### config.mk
export PLATFORM = sky130hd
export DESIGN_NAME = bfha_ram
export DESIGN_NICKNAME = d
export VERILOG_FILES = /design/src/hdl/bfha_ram.sv
export SDC_FILE = /design/constraint.sdc
export NUM_CORES = 1
export LEC_CHECK = 0
export BUFFER_PORTS_ARGS = -buffer_cell sky130_fd_sc_hd__buf_2
export CORE_MARGIN = 8
export CORE_UTILIZATION = 37
export DETAILED_ROUTE_END_ITERATION = 12
export GPL_ROUTABILITY_DRIVEN = 0
export GPL_TIMING_DRIVEN = 0
export SYNTH_ARGS = -nofsm -noshare
export SYNTH_HDL_FRONTEND = slang
export SYNTH_SLANG_ARGS = --single-unit
export TNS_END_PERCENT = 100
### constraint.sdc
create_clock -name clk -period 1.5 [get_ports clk]
set_input_delay 0.15 -clock clk [delete_from_list [all_inputs] [get_ports clk]]
set_output_delay 0.15 -clock clk [all_outputs]
set_load 0.005 [all_outputs]
### src/hdl/bfha_ram.sv
// ----------------------------------------------------------------------------
// bfha_ram: simple dual-port RAM
// One write port, one read port, read data registered.
// ----------------------------------------------------------------------------
module bfha_ram #(
  parameter int WIDTH = 8,
  parameter int DEPTH = 16
) (
  input  logic                     clk,
  input  logic                     we,
  input  logic [$clog2(DEPTH)-1:0] waddr,
  input  logic [WIDTH-1:0]         wdata,
  input  logic [$clog2(DEPTH)-1:0] raddr,
  output logic [WIDTH-1:0]         rdata
);

  logic [WIDTH-1:0] mem [DEPTH];

  // write port
  always_ff @(posedge clk) begin
    if (we) begin
      mem[waddr] <= wdata;
    end
  end

  // registered read port
  always_ff @(posedge clk) begin
    rdata <= mem[raddr];
  end

endmodule

==> metrics.yaml <==
setup_path:
  worst_setup_path_end_kind: "flip-flop"
  worst_path_max_delay_cell: "mux4_1"
  max_stage_delay_ns: 0.57
  cp-start-kind: "flip-flop"
  critPathTopFamily: "multiplexers"
  reg2reg_slack_ns: 0.05
  arrival_ns: 1.72
  crit_path_cell_trace: "mux4_1 > a22oi_2 > nand2_1"
  crit_required_ns: 1.78
  path_class: "flip-flop to flip-flop"
  path_buf_inv: 0
  crit_fanout: 1
placement:
  post-place-ws_ns: -0.4361
  hpwl_microns: 6580
  dp_cells: 433
  portBuffers: 24
yosys:
  synth_top_flop_cell: "edfxtp_1"
  avgSynthCellArea_sq_um: 22.48
  synth-xor-area-share_pct: 0
  synthCells: 229
  synth_seq_cells: 136
  netlist_area_sq_um: 5147
  synthSimpleGateAreaFrac_pct: 3.184
  synth_mux_area_share_pct: 15.02
  yosysWarnings: 0
  yosysSeqAreaShare_pct: 77.78
  synth_top_area_share_pct: 74.67
  synth_fa_ha_area_share_pct: 0
  async_flop_share_pct: 0
  synth_nets: 247
  synth_enable_flop_cells: 128
  synth_top_family_by_area: "multiplexers"
  synth_top_area_cell: "edfxtp_1"
  synth_top_cells_by_area: "edfxtp_1 (75%), mux4_2 (7.9%), mux4_1 (7.1%)"
  synth_compound_area_share_pct: 2.333
  synth.distinct_cells: 19
clock_tree:
  insertion_delay_ns: 0.41
  cts_tree: "done"
  postCtsHoldBufs: 0
  cts_buffers: 17
  clk_pin_slew_ns: 0.05
  cts_sinks: 136
  clk_path_buf_depth: 2
  htree_levels: 4
  cts_root_buf: "clkbuf_16"
  postCtsSetupBuffers: 0
power_and_ir_drop:
  p_leak_nw: 1.982
  ir_worst_vdd_v: 0.001268
  p_per_area_nw_per_um2: 1346
global_routing:
  grt_overflow: 0
  use_met2_pct: 17.76
  top_usage_layer: "met2"
  grt_max_degree: 17
  antenna_found_initial: 0
  grt_use_met3_pct: 4.114
  grt.total_usage_pct: 12.14
  first_global_vias: 2481
  grtUsageMet1_pct: 16.35
  grt_pass1_wl_microns: 15320
routing:
  post_drt_wl_per_cell_microns: 21.77
  drtIter0Drc: 290
  ant_nets: 0
  vias: 2354
  drc: 0
  drt_pass1_iterations: 4
  viasPerCell: 5.106
  routed_wl_microns: 10040
floorplan:
  ios: 26
  core_sq_um: 13720
  chipHeight_microns: 134.0
  rows: 43
  start_util_pct: 37.52
  die_w_microns: 134.0
  dieArea_sq_um: 17940
cells_and_area:
  n_antenna_cell: 0
  area_growth_pct: 16.58
  nets: 290
  final_common_cell: "edfxtp_1"
  drive_above_1_share_pct: 29.18
  final_cell_mix: "edfxtp_1 (128), buf_2 (27), mux4_2 (18)"
  fin_cells: 461
sta:
  slew_headroom_pct: 43.27
  drv_slew: 0
  finClkSkew_ns: 0.007141
  fin_crit_sh_pct: 96.39
  setup_slack_ns: 0.05416
  setup_violations: 0
  hold_viol: 0
  rsz0062_at_grt: "no"
  period_minus_slack_ns: 1.446
  worst_slew_pin_slew_ns: 0.8479
  finalHoldWorstSlack_ns: 0.1523
  fmax_mhz: 691.6
job:
  drv_cap: 0
status:
  status: "finished, final reports clean"
hold_path:
  hold_class: "primary input to flip-flop"
## registers in the layout (all words and copies together) (netlist names)
register,count
rdata,8
mem,128
## kinds of logic after synthesis
| group | Yosys count |
|---|---|
| AO/OA/AOI/OAI | 16 |
| multiplexers | 32 |
| flip-flops | 136 |
| buffers and inverters | 10 |
| AND/OR/NAND/NOR | 35 |
## repair_timing
action | 4_1_cts | 5_1_grt
resized for setup | 2 | 3
setup endpoints to repair | 9 | 10
endpoints found under the hold margin | 0 | 0
## per-stage QoR
step	util, %	power [mW]	setup TNS [ns]	area (sq um)
2_1_floorplan	-	4.563	0	5152
3_3_place_gp	40.07	4.752	-24.66	5498
3_5_place_dp	40.07	4.765	-25.56	5498
4_1_cts	43.59	8.137	0	5981
5_1_grt	43.74	8.336	0	6001
6_report	43.74	8.075	0	6001
## report_power, final
part	leakage [nW]	total [mW]	internal (mW)	switching (mW)
Sequential	1.22	4.27	4.25	0.0183
Combinational	0.521	0.415	0.171	0.244
Clock	0.237	3.39	2.03	1.36
## final cells by class
type,count,area [sq um]
fillers,1175,7719
flip-flops and latches,136,4004
multi-input cells,83,1092
clock buffers,20,436.7
well taps,180,225.2
repair buffers,24,120.1
plain buffers,10,86.33
clock inverters,8,36.28
## final timing paths
| check | endpoint | start | cells past startpoint |
|---|---|---|---|
| max | rdata[1] | mem[1][1] | 3 |
| min | mem[1][1] | wdata[1] | 1 |
| max reg2reg | rdata[1] | mem[1][1] | 3 |
| min reg2reg | rdata[2] | mem[12][2] | 3 |
## worst register-to-register path: stages (launching register included)
cell and delay, ns:
edfxtp_1 0.37, mux4_1 0.57, a22oi_2 0.27, nand2_1 0.11
## routing by layer
| layer | share of wire [%] | wire, microns |
|---|---|---|
| met1 | 44 | 4419 |
| met5 | 0 | 0 |
| met4 | 0.96 | 96 |
| met3 | 7.7 | 773 |
| met2 | 47 | 4747 |
## synth_stat cells (3+ instances only)
cell type,n
dfxtp_1,8
nand2_1,9
a22oi_1,16
mux4_2,18
clkdlybuf4s25_2,3
buf_6,3
edfxtp_1,128
mux4_1,14
nor2_1,13
buf_2,3
nor3_1,4
No activity file was read; power rests on OpenSTA's default activity.
